### src/rtl/yuvd_pkg.sv
// Shared types, constants and a helper function for the decimating YUV to RGB565 unit.
`timescale 1ns / 1ps

package yuvd_pkg;

   // Size limits of the source and destination images.
   localparam int MAX_SRC_WIDTH  = 2048;
   localparam int MAX_SRC_HEIGHT = 2048;
   localparam int MAX_DST_WIDTH  = 256;
   localparam int MAX_DST_HEIGHT = 256;
   localparam int MAX_STEP       = 16;

   // Register field widths.
   localparam int SIZE_W  = 12;
   localparam int STEP_W  = 5;
   localparam int DST_W   = 9;
   localparam int INDEX_W = 3;

   // Counter widths.
   localparam int SRC_COL_W = $clog2(MAX_SRC_WIDTH);
   localparam int SRC_ROW_W = $clog2(MAX_SRC_HEIGHT);
   localparam int PHASE_W   = $clog2(MAX_STEP);

   // Register indexes of the configuration port.
   localparam logic [INDEX_W-1:0] CSR_SRC_WIDTH  = 3'd0;
   localparam logic [INDEX_W-1:0] CSR_SRC_HEIGHT = 3'd1;
   localparam logic [INDEX_W-1:0] CSR_STEP_X     = 3'd2;
   localparam logic [INDEX_W-1:0] CSR_STEP_Y     = 3'd3;
   localparam logic [INDEX_W-1:0] CSR_DST_WIDTH  = 3'd4;
   localparam logic [INDEX_W-1:0] CSR_DST_HEIGHT = 3'd5;

   // Register values after reset.
   localparam logic [SIZE_W-1:0] RST_SRC_WIDTH  = 12'd1280;
   localparam logic [SIZE_W-1:0] RST_SRC_HEIGHT = 12'd720;
   localparam logic [STEP_W-1:0] RST_STEP_X     = 5'd6;
   localparam logic [STEP_W-1:0] RST_STEP_Y     = 5'd8;
   localparam logic [DST_W-1:0]  RST_DST_WIDTH  = 9'd184;
   localparam logic [DST_W-1:0]  RST_DST_HEIGHT = 9'd96;

   // Q12 color conversion coefficients.
   localparam logic signed [13:0] COEF_R_V = 14'sd5614;
   localparam logic signed [13:0] COEF_G_V = 14'sd2859;
   localparam logic signed [13:0] COEF_G_U = 14'sd1383;
   localparam logic signed [13:0] COEF_B_U = 14'sd7096;
   localparam logic signed [9:0]  CHROMA_OFFSET = 10'sd128;

   // One source pixel as it arrives on the request channel.
   typedef struct packed {
      logic [7:0] luma;
      logic [7:0] chroma_u;
      logic [7:0] chroma_v;
      logic       frame_start;
   } req_payload_type;

   // One converted destination pixel.
   typedef struct packed {
      logic [15:0] pixel_rgb565;
      logic [7:0]  dst_col;
      logic [7:0]  dst_row;
      logic [15:0] dst_index;
   } rsp_payload_type;

   // Configuration after saturation into the legal ranges.
   typedef struct packed {
      logic [SIZE_W-1:0] src_width;
      logic [SIZE_W-1:0] src_height;
      logic [STEP_W-1:0] step_x;
      logic [STEP_W-1:0] step_y;
      logic [DST_W-1:0]  dst_width;
      logic [DST_W-1:0]  dst_height;
   } cfg_type;

   // Keep decision and destination position of the pixel being accepted.
   typedef struct packed {
      logic       keep;
      logic [7:0] col;
      logic [7:0] row;
   } pos_type;

   // Zero reads as one, anything above the cap reads as the cap.
   function automatic logic [SIZE_W-1:0] sat_cfg(input logic [SIZE_W-1:0] value,
                                                 input logic [SIZE_W-1:0] cap);
      logic [SIZE_W-1:0] result;
      if (value == '0) begin
         result = SIZE_W'(1);
      end else if (value > cap) begin
         result = cap;
      end else begin
         result = value;
      end
      return result;
   endfunction

endpackage

### src/rtl/yuvd_position.sv
// Source position counters and decimation keep decision.
`timescale 1ns / 1ps

module yuvd_position
   import yuvd_pkg::*;
(
   input  logic    clock,
   input  logic    reset,
   input  logic    accept,
   input  logic    frame_start,
   input  cfg_type cfg,
   output pos_type pos
);

   logic [SRC_COL_W-1:0] src_col_ff, src_col_in, src_col_cur;
   logic [SRC_ROW_W-1:0] src_row_ff, src_row_in, src_row_cur;
   logic [PHASE_W-1:0]   col_phase_ff, col_phase_in, col_phase_cur;
   logic [PHASE_W-1:0]   row_phase_ff, row_phase_in, row_phase_cur;
   logic [DST_W-1:0]     out_col_ff, out_col_in, out_col_cur;
   logic [DST_W-1:0]     out_row_ff, out_row_in, out_row_cur;
   logic                 keep_col, keep_row, col_open, row_open;
   logic                 row_end, frame_end;
   logic [STEP_W-1:0]    col_phase_inc, row_phase_inc;

   // A frame start clears the counters before the pixel is looked at.
   always_comb begin
      src_col_cur   = frame_start ? '0 : src_col_ff;
      src_row_cur   = frame_start ? '0 : src_row_ff;
      col_phase_cur = frame_start ? '0 : col_phase_ff;
      row_phase_cur = frame_start ? '0 : row_phase_ff;
      out_col_cur   = frame_start ? '0 : out_col_ff;
      out_row_cur   = frame_start ? '0 : out_row_ff;
   end

   // Keep decision for the current pixel.
   assign keep_col = (col_phase_cur == '0);
   assign keep_row = (row_phase_cur == '0);
   assign col_open = (out_col_cur < cfg.dst_width);
   assign row_open = (out_row_cur < cfg.dst_height);

   assign pos.keep = keep_col && keep_row && col_open && row_open;
   assign pos.col  = out_col_cur[7:0];
   assign pos.row  = out_row_cur[7:0];

   // End of row and end of frame tests.
   assign row_end   = ((SIZE_W'(src_col_cur) + SIZE_W'(1)) >= cfg.src_width);
   assign frame_end = ((SIZE_W'(src_row_cur) + SIZE_W'(1)) >= cfg.src_height);
   assign col_phase_inc = STEP_W'(col_phase_cur) + STEP_W'(1);
   assign row_phase_inc = STEP_W'(row_phase_cur) + STEP_W'(1);

   // Counter advance after the pixel.
   always_comb begin
      src_col_in   = src_col_cur;
      src_row_in   = src_row_cur;
      col_phase_in = col_phase_cur;
      row_phase_in = row_phase_cur;
      out_col_in   = out_col_cur;
      out_row_in   = out_row_cur;
      if (row_end) begin
         src_col_in   = '0;
         col_phase_in = '0;
         out_col_in   = '0;
         if (frame_end) begin
            src_row_in   = '0;
            row_phase_in = '0;
            out_row_in   = '0;
         end else begin
            src_row_in   = src_row_cur + SRC_ROW_W'(1);
            if (keep_row && row_open) begin
               out_row_in = out_row_cur + DST_W'(1);
            end
            row_phase_in = (row_phase_inc >= cfg.step_y) ? '0 : row_phase_inc[PHASE_W-1:0];
         end
      end else begin
         src_col_in = src_col_cur + SRC_COL_W'(1);
         if (keep_col && col_open) begin
            out_col_in = out_col_cur + DST_W'(1);
         end
         col_phase_in = (col_phase_inc >= cfg.step_x) ? '0 : col_phase_inc[PHASE_W-1:0];
      end
   end

   // Counters move only when a request is accepted.
   always_ff @(posedge clock) begin
      if (reset) begin
         src_col_ff   <= '0;
         src_row_ff   <= '0;
         col_phase_ff <= '0;
         row_phase_ff <= '0;
         out_col_ff   <= '0;
         out_row_ff   <= '0;
      end else if (accept) begin
         src_col_ff   <= src_col_in;
         src_row_ff   <= src_row_in;
         col_phase_ff <= col_phase_in;
         row_phase_ff <= row_phase_in;
         out_col_ff   <= out_col_in;
         out_row_ff   <= out_row_in;
      end
   end

endmodule

### src/rtl/yuvd_convert.sv
// Q12 YCbCr to RGB565 color conversion with clamping.
`timescale 1ns / 1ps

module yuvd_convert
   import yuvd_pkg::*;
(
   input  logic [7:0]  luma,
   input  logic [7:0]  chroma_u,
   input  logic [7:0]  chroma_v,
   output logic [15:0] pixel_rgb565
);

   logic signed [9:0]  diff_u, diff_v;
   logic signed [24:0] luma_term;
   logic signed [24:0] prod_r_v, prod_g_v, prod_g_u, prod_b_u;
   logic signed [24:0] sum_r, sum_g, sum_b;
   logic [7:0]         red, green, blue;

   // Floor by an arithmetic shift, then clamp to 0..255.
   function automatic logic [7:0] clamp_q12(input logic signed [24:0] sum);
      logic signed [12:0] whole;
      logic [7:0]         result;
      whole = sum[24:12];
      if (whole[12]) begin
         result = 8'd0;
      end else if (whole[11:8] != 4'd0) begin
         result = 8'd255;
      end else begin
         result = whole[7:0];
      end
      return result;
   endfunction

   // Chroma offsets removed.
   assign diff_u = $signed({2'b00, chroma_u}) - CHROMA_OFFSET;
   assign diff_v = $signed({2'b00, chroma_v}) - CHROMA_OFFSET;
   assign luma_term = {5'd0, luma, 12'd0};

   // Constant multiplies.
   assign prod_r_v = COEF_R_V * diff_v;
   assign prod_g_v = COEF_G_V * diff_v;
   assign prod_g_u = COEF_G_U * diff_u;
   assign prod_b_u = COEF_B_U * diff_u;

   // Channel sums in Q12.
   assign sum_r = luma_term + prod_r_v;
   assign sum_g = luma_term - prod_g_v - prod_g_u;
   assign sum_b = luma_term + prod_b_u;

   assign red   = clamp_q12(sum_r);
   assign green = clamp_q12(sum_g);
   assign blue  = clamp_q12(sum_b);

   // Pack into 5-6-5.
   assign pixel_rgb565 = {red[7:3], green[7:2], blue[7:3]};

endmodule

### src/rtl/yuv_decimate_to_rgb565_unit.sv
// Top level of the decimating YUV to RGB565 unit: registers, pipeline and handshakes.
`timescale 1ns / 1ps
// A kept request is registered in the first stage, then in the response register.
// Throughput: one request per cycle unless rsp_stall holds; dropped pixels produce no response.
// The position counters advance at acceptance; conversion and index run in the second stage.
// Reset clears the position counters and pipeline valids and loads the default registers.

module yuv_decimate_to_rgb565_unit
   import yuvd_pkg::*;
(
   input  logic                clock,
   input  logic                reset,
   input  logic                req_valid,
   output logic                req_stall,
   input  req_payload_type     req_payload,
   output logic                rsp_valid,
   input  logic                rsp_stall,
   output rsp_payload_type     rsp_payload,
   input  logic                csr_wr_en,
   input  logic [INDEX_W-1:0]  csr_index,
   input  logic [SIZE_W-1:0]   csr_wdata
);

   logic [SIZE_W-1:0] src_width_ff, src_height_ff;
   logic [STEP_W-1:0] step_x_ff, step_y_ff;
   logic [DST_W-1:0]  dst_width_ff, dst_height_ff;
   cfg_type           cfg;

   logic              accept, blocked, stage_load;
   pos_type           pos;

   logic              stage_valid_ff;
   logic [7:0]        stage_luma_ff, stage_u_ff, stage_v_ff;
   logic [7:0]        stage_col_ff, stage_row_ff;

   logic [15:0]       pixel;
   logic [15:0]       index_full;
   logic              rsp_valid_ff;
   rsp_payload_type   rsp_payload_ff, rsp_payload_in;

   // Configuration registers.
   always_ff @(posedge clock) begin
      if (reset) begin
         src_width_ff  <= RST_SRC_WIDTH;
         src_height_ff <= RST_SRC_HEIGHT;
         step_x_ff     <= RST_STEP_X;
         step_y_ff     <= RST_STEP_Y;
         dst_width_ff  <= RST_DST_WIDTH;
         dst_height_ff <= RST_DST_HEIGHT;
      end else if (csr_wr_en) begin
         unique case (csr_index)
            CSR_SRC_WIDTH:  src_width_ff  <= csr_wdata;
            CSR_SRC_HEIGHT: src_height_ff <= csr_wdata;
            CSR_STEP_X:     step_x_ff     <= csr_wdata[STEP_W-1:0];
            CSR_STEP_Y:     step_y_ff     <= csr_wdata[STEP_W-1:0];
            CSR_DST_WIDTH:  dst_width_ff  <= csr_wdata[DST_W-1:0];
            CSR_DST_HEIGHT: dst_height_ff <= csr_wdata[DST_W-1:0];
            default: ;
         endcase
      end
   end

   // Registers saturated into their legal ranges.
   always_comb begin
      cfg.src_width  = sat_cfg(src_width_ff, SIZE_W'(MAX_SRC_WIDTH));
      cfg.src_height = sat_cfg(src_height_ff, SIZE_W'(MAX_SRC_HEIGHT));
      cfg.step_x     = STEP_W'(sat_cfg(SIZE_W'(step_x_ff), SIZE_W'(MAX_STEP)));
      cfg.step_y     = STEP_W'(sat_cfg(SIZE_W'(step_y_ff), SIZE_W'(MAX_STEP)));
      cfg.dst_width  = DST_W'(sat_cfg(SIZE_W'(dst_width_ff), SIZE_W'(MAX_DST_WIDTH)));
      cfg.dst_height = DST_W'(sat_cfg(SIZE_W'(dst_height_ff), SIZE_W'(MAX_DST_HEIGHT)));
   end

   // Handshake: the first stage loads whenever it is empty or drains forward.
   assign blocked    = rsp_valid_ff && rsp_stall;
   assign stage_load = !stage_valid_ff || !blocked;
   assign req_stall  = !stage_load;
   assign accept     = req_valid && !req_stall;

   yuvd_position u_position (
      .clock       (clock),
      .reset       (reset),
      .accept      (accept),
      .frame_start (req_payload.frame_start),
      .cfg         (cfg),
      .pos         (pos)
   );

   // First stage: the kept pixel and its destination position.
   always_ff @(posedge clock) begin
      if (reset) begin
         stage_valid_ff <= 1'b0;
      end else if (stage_load) begin
         stage_valid_ff <= accept && pos.keep;
      end
   end

   always_ff @(posedge clock) begin
      if (stage_load) begin
         stage_luma_ff <= req_payload.luma;
         stage_u_ff    <= req_payload.chroma_u;
         stage_v_ff    <= req_payload.chroma_v;
         stage_col_ff  <= pos.col;
         stage_row_ff  <= pos.row;
      end
   end

   yuvd_convert u_convert (
      .luma         (stage_luma_ff),
      .chroma_u     (stage_u_ff),
      .chroma_v     (stage_v_ff),
      .pixel_rgb565 (pixel)
   );

   // Linear destination index; a kept row is below 256 and the width at most 256,
   // so the sum always fits in 16 bits.
   assign index_full = 16'(stage_row_ff) * 16'(cfg.dst_width) + 16'(stage_col_ff);

   always_comb begin
      rsp_payload_in.pixel_rgb565 = pixel;
      rsp_payload_in.dst_col      = stage_col_ff;
      rsp_payload_in.dst_row      = stage_row_ff;
      rsp_payload_in.dst_index    = index_full;
   end

   // Response register.
   always_ff @(posedge clock) begin
      if (reset) begin
         rsp_valid_ff <= 1'b0;
      end else if (!blocked) begin
         rsp_valid_ff <= stage_valid_ff;
      end
   end

   always_ff @(posedge clock) begin
      if (!blocked) begin
         rsp_payload_ff <= rsp_payload_in;
      end
   end

   assign rsp_valid   = rsp_valid_ff;
   assign rsp_payload = rsp_payload_ff;

endmodule
### config.mk
export PLATFORM = sky130hd
export DESIGN_NAME = yuv_decimate_to_rgb565_unit
export DESIGN_NICKNAME = d
export VERILOG_FILES = /design/src/rtl/yuvd_pkg.sv /design/src/rtl/yuvd_position.sv /design/src/rtl/yuvd_convert.sv /design/src/rtl/yuv_decimate_to_rgb565_unit.sv
export SDC_FILE = /design/constraint.sdc
export NUM_CORES = 1
export LEC_CHECK = 0
export ABC_AREA = 1
export CAP_MARGIN = 40
export CORE_ASPECT_RATIO = 0.8
export CORE_UTILIZATION = 45
export CTS_BUF_LIST = sky130_fd_sc_hd__clkbuf_4
export DETAILED_ROUTE_END_ITERATION = 8
export DONT_BUFFER_PORTS = 1
export GPL_TIMING_DRIVEN = 0
export PLACE_DENSITY_LB_ADDON = 0.3
export SYNTH_ARGS = -nofsm -noshare
export SYNTH_HDL_FRONTEND = slang
export SYNTH_SLANG_ARGS = --single-unit
### constraint.sdc
create_clock -name clock -period 8.1 [get_ports clock]
set_input_delay 1.62 -clock clock [delete_from_list [all_inputs] [get_ports clock]]
set_output_delay 1.62 -clock clock [all_outputs]
set_load 0.01 [all_outputs]
=== Word level (Yosys, flattened, before mapping) ===
Cells that the tools add are included.
W data, S select, Z words.

* Add/sub/neg operators: 15
* Multiply operators: 5
* Magnitude comparators: 12
* Equal/unequal tests: 5
* Muxes and demuxes: 34
* Reduce and logical (&&, ||, !) cells: 30

{| class="wikitable"
|+ Operators with widths
! operator !! count
|-
| $mux W9 || 11
|-
| $mux W11 || 5
|-
| $add A21 B25 Y25 || 2
|-
| $mux W12 || 4
|-
| $mul A13 B9 Y22 const A || 2
|-
| $mux W4 || 7
|-
| $sub A21 B25 Y25 || 1
|-
| $sub A25 B25 Y25 || 1
|-
| $add A11 B1 Y12 const B || 2
|-
| $ge A12 B12 Y1 || 2
|-
| $gt A12 B12 Y1 const B || 2
|-
| $logic_not A12 Y1 || 2
|-
| $mux W8 || 3
|-
| $add A11 B1 Y11 const B || 2
|-
| $mul A12 B9 Y21 const A || 1
|-
| $mul A11 B9 Y20 const A || 1
|-
| $mux W5 || 4
|-
| $add A9 B1 Y9 const B || 2
|-
| $gt A9 B9 Y1 const B || 2
|-
| $logic_not A9 Y1 || 2
|-
| $lt A9 B9 Y1 || 2
|-
| $sub A8 B8 Y9 const B || 2
|-
| $add A16 B8 Y16 || 1
|-
| $mul A8 B9 Y16 || 1
|-
| 14 further kinds || 37
|}

* Register bits: 190
* Input port bits: 45
* Output and inout port bits: 50
* Word-level logic and storage cells: 126

=== Longest topological paths before layout ===
Gate-level depths: netlist of run 1.

* Depth in word-level cells: 8
* Gate-level depth with buffers: 38
* Mapped depth without buffers: 37

=== Modules after synthesis ===
From an unflattened synthesis of run 1, not the netlist that was laid out.

* Cell total of the unflattened synthesis: 2774
* Area total of the unflattened synthesis: 21769.6 um^2

{| class="wikitable"
|+ By module, submodules not included
! module !! instances !! cells an instance !! area an instance (um^2) !! sequential area each (um^2)
|-
| yuvd_convert || 1 || 1186 || 9461.6 || 0.0
|-
| yuv_decimate_to_rgb565_unit || 1 || 825 || 7673.6 || 3723.6
|-
| yuvd_position || 1 || 763 || 4634.4 || 960.9
|}

=== Least setup slack after synthesis of run 1 ===
Ideal clock, no wire load.

* Path kind: register -> register
* Start: reg stage_u_ff[7]
* End: reg rsp_payload_ff, in the netlist rsp_payload[37], data pin
* Library setup time: 0.253 ns
* Arrival: 6.601 ns
* Required time: 7.847 ns
* Setup slack: 1.246 ns
* Cell stages (with the launch flop): 38
* Buffers on the path: 1
* Period minus slack after synthesis: 6.854 ns
* Cell sequence: edfxtp_1 clkbuf_1 inv_1 ha_1 inv_1 ha_1 inv_1 fa_1 inv_1 fa_1 inv_1 fa_1 inv_1 ha_1 nand2_1 nand2_1 a31oi_1 o21ai_1 [2 not listed] nand2_1 nand2_1 a21oi_1 xor2_1 fa_1 inv_1 ha_1 a21oi_1 o21ai_0 a21oi_1 nand3_1 nand3_1 nand2_1 xor2_1 nor2_1 nand2_1 o21ai_1 inv_1

* Cells in the longest elaborated chain, start to end: 5

{| class="wikitable"
|+ RTL lines
! element !! RTL line !! text
|-
| start, declared || yuv_decimate_to_rgb565_unit.sv:33 || <nowiki>logic [7:0] stage_luma_ff, stage_u_ff, stage_v_ff;</nowiki>
|-
| start signal, assigned || yuv_decimate_to_rgb565_unit.sv:100 || <nowiki>stage_u_ff <= req_payload.chroma_u;</nowiki>
|-
| $sub A8 B8 Y9 * || yuvd_convert.sv:35 || <nowiki>assign diff_u = $signed({2'b00, chroma_u}) - CHROMA_OFFSET;</nowiki>
|-
| $mul A12 B9 Y21 * || yuvd_convert.sv:42 || <nowiki>assign prod_g_u = COEF_G_U * diff_u;</nowiki>
|-
| $sub A25 B25 Y25 * || yuvd_convert.sv:47 || <nowiki>assign sum_g = luma_term - prod_g_v - prod_g_u;</nowiki>
|-
| $reduce_bool A4 Y1 || yuvd_convert.sv:26 || <nowiki>end else if (whole[11:8] != 4'd0) begin</nowiki>
|-
| $mux W8 || yuvd_convert.sv:26 ||
|-
| end signal, assigned || yuv_decimate_to_rgb565_unit.sv:136 || <nowiki>rsp_payload_ff <= rsp_payload_in;</nowiki>
|-
| end, declared || yuv_decimate_to_rgb565_unit.sv:39 || <nowiki>rsp_payload_type rsp_payload_ff, rsp_payload_in;</nowiki>
|}

Mark *: on every way between the ends. The rest lies on a longest branch, timed or not.
A chain may end at the register's enable or synchronous reset.

=== Worst setup path in the final report of run 1 ===
* Start: reg stage_u_ff[7]
* End: reg rsp_payload_ff, in the netlist rsp_payload[41], data pin

The elaborated chain is that of the path after synthesis.

==> results of run 1 <==
==> layout make-up <==
cell class                      instances  area, µm²  share of cell area
Multi-Input combinational cell       1864      14260              0.6380
Antenna cell                            2      5.005           0.0002239
Clock buffer                           17      127.6            0.005709
Sequential cell                       190       4684              0.2096
Clock inverter                         15      216.5            0.009684
Timing Repair Buffer                   16      152.6            0.006829
Inverter                              516       1946             0.08704
Buffer                                 36      193.9            0.008676
Tap cell                              612      765.7             0.03426
==> cells by family (layout without fill, tap and decap cells) <==
family | count (synthesis) | after routing | synth area share
buf+inv | 553 | 600 | 0.1012
simple gates | 890 | 890 | 0.1793
other cells | 0 | 2 | 0
flops | 190 | 190 | 0.2224
compound gates | 360 | 360 | 0.09493
fa+ha+maj | 510 | 510 | 0.3586
xor+xnor | 104 | 104 | 0.04360
==> worst min-delay path by stage <==
stage	slack (ns)	endpoint	startpoint
2_1_floorplan	0.42	rsp_payload[16]$_DFFE_PN_	stage_row_ff[0]$_DFFE_PN_
3_3_place_gp	0.44	rsp_payload[23]$_DFFE_PN_	stage_row_ff[7]$_DFFE_PN_
3_5_place_dp	0.45	rsp_valid$_SDFFE_PP0N_	stage_valid_ff$_SDFFE_PP0N_
4_1_cts	0.47	rsp_valid$_SDFFE_PP0N_	stage_valid_ff$_SDFFE_PP0N_
5_1_grt	0.50	u_position.out_col_ff[4]$_SDFFE_PP0P_	u_position.out_col_ff[4]$_SDFFE_PP0P_
6_report	0.47	rsp_valid$_SDFFE_PP0N_	stage_valid_ff$_SDFFE_PP0N_
==> synthesized netlist by cell type, drive strengths merged, types with 2 or more instances <==
library cell / n
a211oi: 3
a21boi: 2
a21o: 14
a21oi: 177
a31oi: 20
and2: 3
buf: 14
clkbuf: 23
clkinv: 8
dfxtp: 102
edfxtp: 88
fa: 156
ha: 354
inv: 508
nand2: 489
nand3: 114
nand3b: 7
nand4: 29
nor2: 212
nor3: 18
nor3b: 3
nor4: 11
o211ai: 3
o21a: 5
o21ai: 115
o21bai: 11
o22ai: 2
o31ai: 3
or2: 4
xnor2: 35
xor2: 69
==> sequential cells by signal, summed over array words and instances (netlist names), 8 cells and up <==
register,count
u_position.src_col_ff,11
u_position.src_row_ff,11
src_height_ff,12
stage_u_ff,8
stage_luma_ff,8
u_position.out_row_ff,9
stage_v_ff,8
dst_height_ff,9
u_position.out_col_ff,9
rsp_payload,48
stage_col_ff,8
src_width_ff,12
dst_width_ff,9
stage_row_ff,8
==> report_power, final <==
part | switching (mW) | internal (mW) | leakage [nW]
registers | 0.0856 | 1.11 | 1.83
logic | 3.66 | 2.20 | 9.58
clock network | 0.439 | 0.179 | 0.173
==> placed cells by master, fill, tap and decap left out, types with 3 or more instances in the layout <==
cell	count
sky130_fd_sc_hd__inv_1	489
sky130_fd_sc_hd__nand2_1	477
sky130_fd_sc_hd__ha_1	354
sky130_fd_sc_hd__nor2_1	206
sky130_fd_sc_hd__a21oi_1	171
sky130_fd_sc_hd__fa_1	156
sky130_fd_sc_hd__nand3_1	113
sky130_fd_sc_hd__dfxtp_1	102
sky130_fd_sc_hd__edfxtp_1	88
sky130_fd_sc_hd__o21ai_0	85
sky130_fd_sc_hd__xor2_1	69
sky130_fd_sc_hd__xnor2_1	34
sky130_fd_sc_hd__o21ai_1	29
sky130_fd_sc_hd__nand4_1	27
sky130_fd_sc_hd__clkbuf_1	20
sky130_fd_sc_hd__a31oi_1	18
sky130_fd_sc_hd__buf_4	18
sky130_fd_sc_hd__inv_2	17
sky130_fd_sc_hd__clkbuf_4	17
sky130_fd_sc_hd__nor3_1	15
sky130_fd_sc_hd__a21o_1	14
sky130_fd_sc_hd__nand2_2	11
sky130_fd_sc_hd__nor4_1	11
sky130_fd_sc_hd__o21bai_1	9
sky130_fd_sc_hd__nand3b_1	7
sky130_fd_sc_hd__clkinv_1	7
sky130_fd_sc_hd__clkinv_8	7
sky130_fd_sc_hd__a21oi_2	6
sky130_fd_sc_hd__buf_2	6
sky130_fd_sc_hd__o21a_1	5
sky130_fd_sc_hd__nor2_2	4
sky130_fd_sc_hd__or2_2	4
sky130_fd_sc_hd__clkinvlp_4	3
sky130_fd_sc_hd__a211oi_1	3
sky130_fd_sc_hd__nor3_2	3
sky130_fd_sc_hd__o31ai_1	3
==> repair_timing <==
item	in CTS	in global routing
pin swaps	0	0
buffers inserted	1	13
endpoints found under the hold margin	0	0
endpoints found under the setup margin	6	6
gates resized for setup	1	7
==> worst max-delay path, delay by kind of cell (launching register included) <==
| kind | cells | cell delay (ns) |
|---|---|---|
| compound gates | 9 | 1.49 |
| xor+xnor | 2 | 0.24 |
| fa+ha+maj | 8 | 3.25 |
| buf+inv | 9 | 0.89 |
| flops | 1 | 0.54 |
| simple gates | 9 | 0.91 |
==> layer usage <==
layer	vias up	track usage	part of all wire
met5	-	0	0
met1	8036	0.3422	0.50
li1	8473	-	-
met2	457	0.3426	0.42
met3	31	0.03780	0.063
met4	0	0.05023	0.013
==> results.rst, run 1 <==
.. list-table::
   :header-rows: 1

   * - Metric
     - Value
   * - Combined area of all synthesized cells
     - 0.02106 mm²
   * - Actual slew at the worst max-slew pin
     - 0.8988 ns
   * - Critical path startpoint category
     - register
   * - Setup-violating endpoint count in the final report
     - 0
   * - Detail Placement HPWL
     - 43750 µm
   * - Peak Freq
     - 133.6 MHz
   * - Unrepaired setup endpoints after global routing
     - no
   * - Global-route wire length before repair
     - 86770 µm
   * - Row count
     - 70
   * - Data arrival, critical path
     - 7.96 ns
   * - Min Hold Slack
     - 0.4747 ns
   * - Total Neg Setup Slack
     - 0 ns
   * - Drt via density
     - 5.201
   * - Fin nets
     - 3196
   * - DR iter-0 viols
     - 1240
   * - Placed insts
     - 3221
   * - Net Count, Synth
     - 3162
   * - Maximum Capacitance Violations
     - 0
   * - Endpoint class of the critical path
     - register
   * - Cell seen most often among critical-path stages
     - sky130_fd_sc_hd__inv_1
   * - Cells after Synth
     - 2607
   * - Combined global-route utilization of all metal layers
     - 0.2286
   * - Cell types occupying the most area after synthesis
     - sky130_fd_sc_hd__ha_1, sky130_fd_sc_hd__fa_1, sky130_fd_sc_hd__edfxtp_1
   * - Vias in the first global route
     - 16710
   * - Number of inserted filler cells in the final layout
     - 4431
   * - Most common flop cell mapped by yosys
     - sky130_fd_sc_hd__dfxtp_1
   * - Area of the die
     - 0.04768 mm²
   * - Largest stage delay on the critical path
     - 0.54 ns
   * - Worst slew margin relative to its limit
     - 0.3986
   * - Placeable core region
     - 0.04598 mm²
   * - Result of the run
     - completed
   * - Worst flop-to-flop path endpoint
     - rsp_payload[41]$_SDFFCE_PP0N_
   * - Register bit count reported by yosys
     - 190
   * - Final worst path period need
     - 7.485 ns
   * - Post-Layout Inst Area
     - 0.02235 mm²
   * - CP max-delay cell
     - sky130_fd_sc_hd__edfxtp_1
   * - Warnings, synthesis
     - 0
   * - DRC violation count after routing
     - 0
   * - Hold Vio Cnt, Final
     - 0
   * - Share of flip-flops with an asynchronous set or reset
     - 0
   * - Non-Filler Instances
     - 3268
   * - Count of pins on the block boundary
     - 95
   * - Max Transition Viols Final
     - 0
   * - Overall die height
     - 195.5 µm
   * - Reg-to-reg slack, setup
     - 0.61 ns
   * - Post-DRT Antenna Nets
     - 0
   * - Antenna violations before repair
     - 4
   * - Total cell area at the placement stage
     - 0.02188 mm²
   * - P&R area growth vs syn
     - 6.125%
   * - Router iterations before antenna repair
     - 5
   * - Area share of the leading cell type in the synthesized netlist
     - 0.2103
   * - Num CTS Buffers
     - 17
   * - Worst Setup Path Type
     - register to register
   * - Routed wirelength normalized by instance count
     - 16.18 µm
   * - Max IR drop VDD
     - 0.2760 mV
   * - Worst-case clock skew
     - 0.04196 ns
   * - End-of-flow core utilization
     - 0.4861
   * - Worst setup path endpoint
     - rsp_payload[41]$_SDFFCE_PP0N_
   * - Required time at the worst-slack endpoint
     - 8.58 ns
   * - Dpl ws
     - -0.1431 ns
   * - Power per unit of standard cell area
     - 343.5 mW/mm²
   * - CTS hold repair buffers
     - 0
   * - Critical R2R Launch
     - stage_u_ff[7]$_DFFE_PN_
   * - Clk Latency, worst-skew pair
     - 0.70 ns
   * - Pleak
     - 11.58 nW
   * - Final Worst Setup Slack
     - 0.6146 ns
   * - Path category of the worst min-delay check
     - register to register
   * - Die extent in x
     - 243.9 µm
   * - Initial core utilization
     - 0.4581
   * - Maximum number of pins on one net before global-route repair
     - 33
   * - Total number of vias
     - 17000
   * - Clock root buffer
     - sky130_fd_sc_hd__clkbuf_4
   * - Worst Setup SP
     - stage_u_ff[7]$_DFFE_PN_
   * - Proportion of synthesized chip area in sequential cells
     - 0.2224
   * - Clock tree from TritonCTS
     - done
   * - Number of buffers on the longest clock path
     - 2
   * - GRT Residual Overflow
     - 0
   * - Final weighted congestion in routability-driven placement
     - 0.9361
   * - Top cell type by total area after synthesis
     - sky130_fd_sc_hd__ha_1
   * - Clock transition at path regs
     - 0.22 ns
   * - Crit share post-route
     - 0.9241
   * - Layout cell share with drive strength beyond 1
     - 0.04823
   * - Worst Hold Depth
     - 2
   * - Number of distinct standard cells referenced by the synthesized netlist
     - 61
   * - Routed WL
     - 52890 µm
   * - Number of synthesized flops with an enable pin
     - 88
   * - Quantity of I/O buffers inserted on ports
     - 0
   * - Logic depth of the worst register-to-register path
     - 37
   * - Design Power
     - 7.678 mW
   * - Syn avg cell area
     - 8.079 µm²
   * - Maximum fanout along the worst path
     - 7
   * - # H-tree levels
     - 4
   * - Count of clock tree sinks
     - 190
No activity file was read; power rests on OpenSTA's default activity.
==> inputs of run 2 (changes only) <==
Settings changed: BUFFER_PORTS_ARGS set to -buffer_cell sky130_fd_sc_hd__buf_2, DONT_BUFFER_PORTS 1 to unset.
==> run 2 against run 1 <==
- total power is 0.53% higher
- sequential share of layout area decreased by 0.43 points
- flip-flop and latch count is the same
- clock power is 6.1% lower
- wire length increased by 0.93%
- global-route usage is essentially flat
- via count grew 2.4%
- critical path type unchanged
==> results.rst, run 2 (synthesis gave the netlist of run 1 again) <==
.. list-table::
   :header-rows: 1

   * - Metric
     - Value
   * - Result of the run
     - completed
   * - Detail Placement HPWL
     - 44010 µm
   * - Worst path buffer plus inverter count
     - 9
   * - Routed WL
     - 53380 µm
   * - Router iterations before antenna repair
     - 5
   * - Path category of the worst min-delay check
     - register to register
   * - Num CTS Buffers
     - 17
   * - Pleak
     - 11.99 nW
   * - Start point of the worst min-delay path
     - u_position.src_row_ff[1]$_SDFFE_PP0P_
   * - Most Used Layer, Global Route
     - met2
   * - Total number of vias
     - 17400
   * - Hold worst-path end
     - u_position.src_row_ff[1]$_SDFFE_PP0P_
   * - Final Worst Setup Slack
     - 0.5698 ns
   * - Max Transition Viols Final
     - 0
   * - Maximum number of pins on one net before global-route repair
     - 31
   * - Reg-to-reg slack, setup
     - 0.57 ns
   * - Drt via density
     - 5.172
   * - Clock transition at path regs
     - 0.20 ns
   * - Peak Freq
     - 132.8 MHz
   * - Clk Latency, worst-skew pair
     - 0.71 ns
   * - Worst Hold Depth
     - 2
   * - Worst flop-to-flop path endpoint
     - rsp_payload[37]$_SDFFCE_PP0N_
   * - Placeable core region
     - 0.04598 mm²
   * - Antenna violations before repair
     - 1
   * - Worst Setup Path Type
     - register to register
   * - Total area of sequential cells
     - 0.004684 mm²
   * - Cell seen most often among critical-path stages
     - sky130_fd_sc_hd__inv_1
   * - Worst slew margin relative to its limit
     - 0.4334
   * - P&R area growth vs syn
     - 8.364%
   * - Layout cell share with drive strength beyond 1
     - 0.08215
   * - Clock root buffer
     - sky130_fd_sc_hd__clkbuf_4
   * - Vias in the first global route
     - 16980
   * - Required time at the worst-slack endpoint
     - 8.56 ns
   * - Clock tree from TritonCTS
     - done
   * - Maximum fanout along the worst path
     - 7
   * - Combined global-route utilization of all metal layers
     - 0.2291
   * - Design Power
     - 7.719 mW
   * - GRT Residual Overflow
     - 0
   * - Number of inserted filler cells in the final layout
     - 4422
   * - Most used cells in the layout excluding fill and tap cells
     - sky130_fd_sc_hd__inv_1, sky130_fd_sc_hd__nand2_1, sky130_fd_sc_hd__ha_1
   * - Critical path startpoint category
     - register
   * - Fin nets
     - 3293
   * - Setup-violating endpoint count in the final report
     - 0
   * - Data arrival, critical path
     - 7.99 ns
   * - Final weighted congestion in routability-driven placement
     - 0.9287
   * - Final worst path period need
     - 7.530 ns
   * - Maximum Capacitance Violations
     - 0
   * - # H-tree levels
     - 4
   * - Min Hold Slack
     - 0.4796 ns
   * - Logic depth of the worst register-to-register path
     - 37
   * - Overall die height
     - 195.5 µm
   * - Worst-case clock skew
     - 0.04048 ns
   * - Routed wirelength normalized by instance count
     - 15.87 µm
   * - Hold Vio Cnt, Final
     - 0
   * - Die extent in x
     - 243.9 µm
   * - Row count
     - 70
   * - Initial core utilization
     - 0.4581
   * - Number of buffers on the longest clock path
     - 2
   * - Actual slew at the worst max-slew pin
     - 0.8469 ns
   * - CP max-delay cell
     - sky130_fd_sc_hd__fa_1
   * - DRC violation count after routing
     - 0
   * - Met1 global-route usage
     - 0.3399
   * - Met2 track utilization from global routing
     - 0.3523
   * - End-of-flow core utilization
     - 0.4964
   * - DR iter-0 viols
     - 1173
   * - Post-DRT Antenna Nets
     - 0
   * - Placed insts
     - 3313
   * - Crit share post-route
     - 0.9297
   * - Dpl ws
     - -0.1906 ns
   * - Non-Filler Instances
     - 3364
   * - Endpoint class of the critical path
     - register
   * - Global-route wire length before repair
     - 87060 µm
   * - Most frequent standard cell in the layout excluding fill and tap cells
     - sky130_fd_sc_hd__inv_1
   * - Count of pins on the block boundary
     - 95
   * - Worst path top cell family by delay
     - adder cells
   * - Max IR drop VDD
     - 0.3819 mV
   * - Power per unit of standard cell area
     - 338.2 mW/mm²
   * - Area of the multi-input gates
     - 0.01427 mm²
   * - Critical R2R Launch
     - stage_u_ff[7]$_DFFE_PN_
   * - Met3 Use GR
     - 0.03601
   * - Quantity of I/O buffers inserted on ports
     - 92
   * - Count of clock tree sinks
     - 190
   * - Max FFs per register
     - 48
   * - Area of the die
     - 0.04768 mm²
   * - Largest stage delay on the critical path
     - 0.53 ns
[run 2: layer usage]
layer | vias to the layer above | part of all wire
met5 | - | 0
met4 | 0 | 0.012
met3 | 48 | 0.063
met2 | 477 | 0.43
met1 | 8220 | 0.50
li1 | 8653 | -
[run 2: final cells by class]
type / count / area share
antenna: 1 / 0.0001096
buffer: 36 / 0.008497
clock buffer: 17 / 0.005591
clock inverter: 15 / 0.008168
inverter: 516 / 0.08524
multi-input combinational: 1864 / 0.6251
sequential: 190 / 0.2052
tap: 612 / 0.03355
timing repair buffer: 113 / 0.02851
[run 2: per-stage QoR]
step | setup TNS [ns] | instance area [µm²]
finish | 0 | 22820
global route | -0.03669 | 22820
CTS | 0 | 22670
detailed placement | -1.005 | 22340
global placement | -0.9033 | 22290
floorplan | 0 | 21060
[run 2: repair_timing]
item                                    4_1_cts  5_1_grt
endpoints found under the setup margin        6        6
buffers inserted                              2       17
endpoints found under the hold margin         0        0
resized for setup                             2        7
hold buffers                                  0        0
[run 2: report_power, final]
part           switching, mW  internal (mW)
registers             0.0487           1.10
clock network          0.433          0.147
logic                   3.74           2.25
[run 2: worst register-to-register path: cells and delay by family, from the launching register on]
| kind | cells | cell delay [ns] |
|---|---|---|
| xor gates and xnor gates | 2 | 0.34 |
| buffers and inverters | 9 | 0.90 |
| adders and majority gates | 8 | 3.12 |
| and+or+nand+nor | 9 | 0.89 |
| AOI/OAI and AO/OA | 9 | 1.53 |
| DFF | 1 | 0.50 |
[run 2: worst max-delay path by stage]
stage	from	endpoint	slack, ns	cells past startpoint
floorplan	stage_u_ff[7]$_DFFE_PN_	rsp_payload[37]$_SDFFCE_PP0N_	1.25	37
global placement	stage_u_ff[7]$_DFFE_PN_	rsp_payload[37]$_SDFFCE_PP0N_	-0.16	37
detailed placement	stage_u_ff[7]$_DFFE_PN_	rsp_payload[37]$_SDFFCE_PP0N_	-0.19	37
CTS	stage_u_ff[7]$_DFFE_PN_	rsp_payload[37]$_SDFFCE_PP0N_	0.12	37
global route	stage_u_ff[7]$_DFFE_PN_	rsp_payload[38]$_SDFFCE_PP0N_	-0.04	37
finish	stage_u_ff[7]$_DFFE_PN_	rsp_payload[37]$_SDFFCE_PP0N_	0.57	37
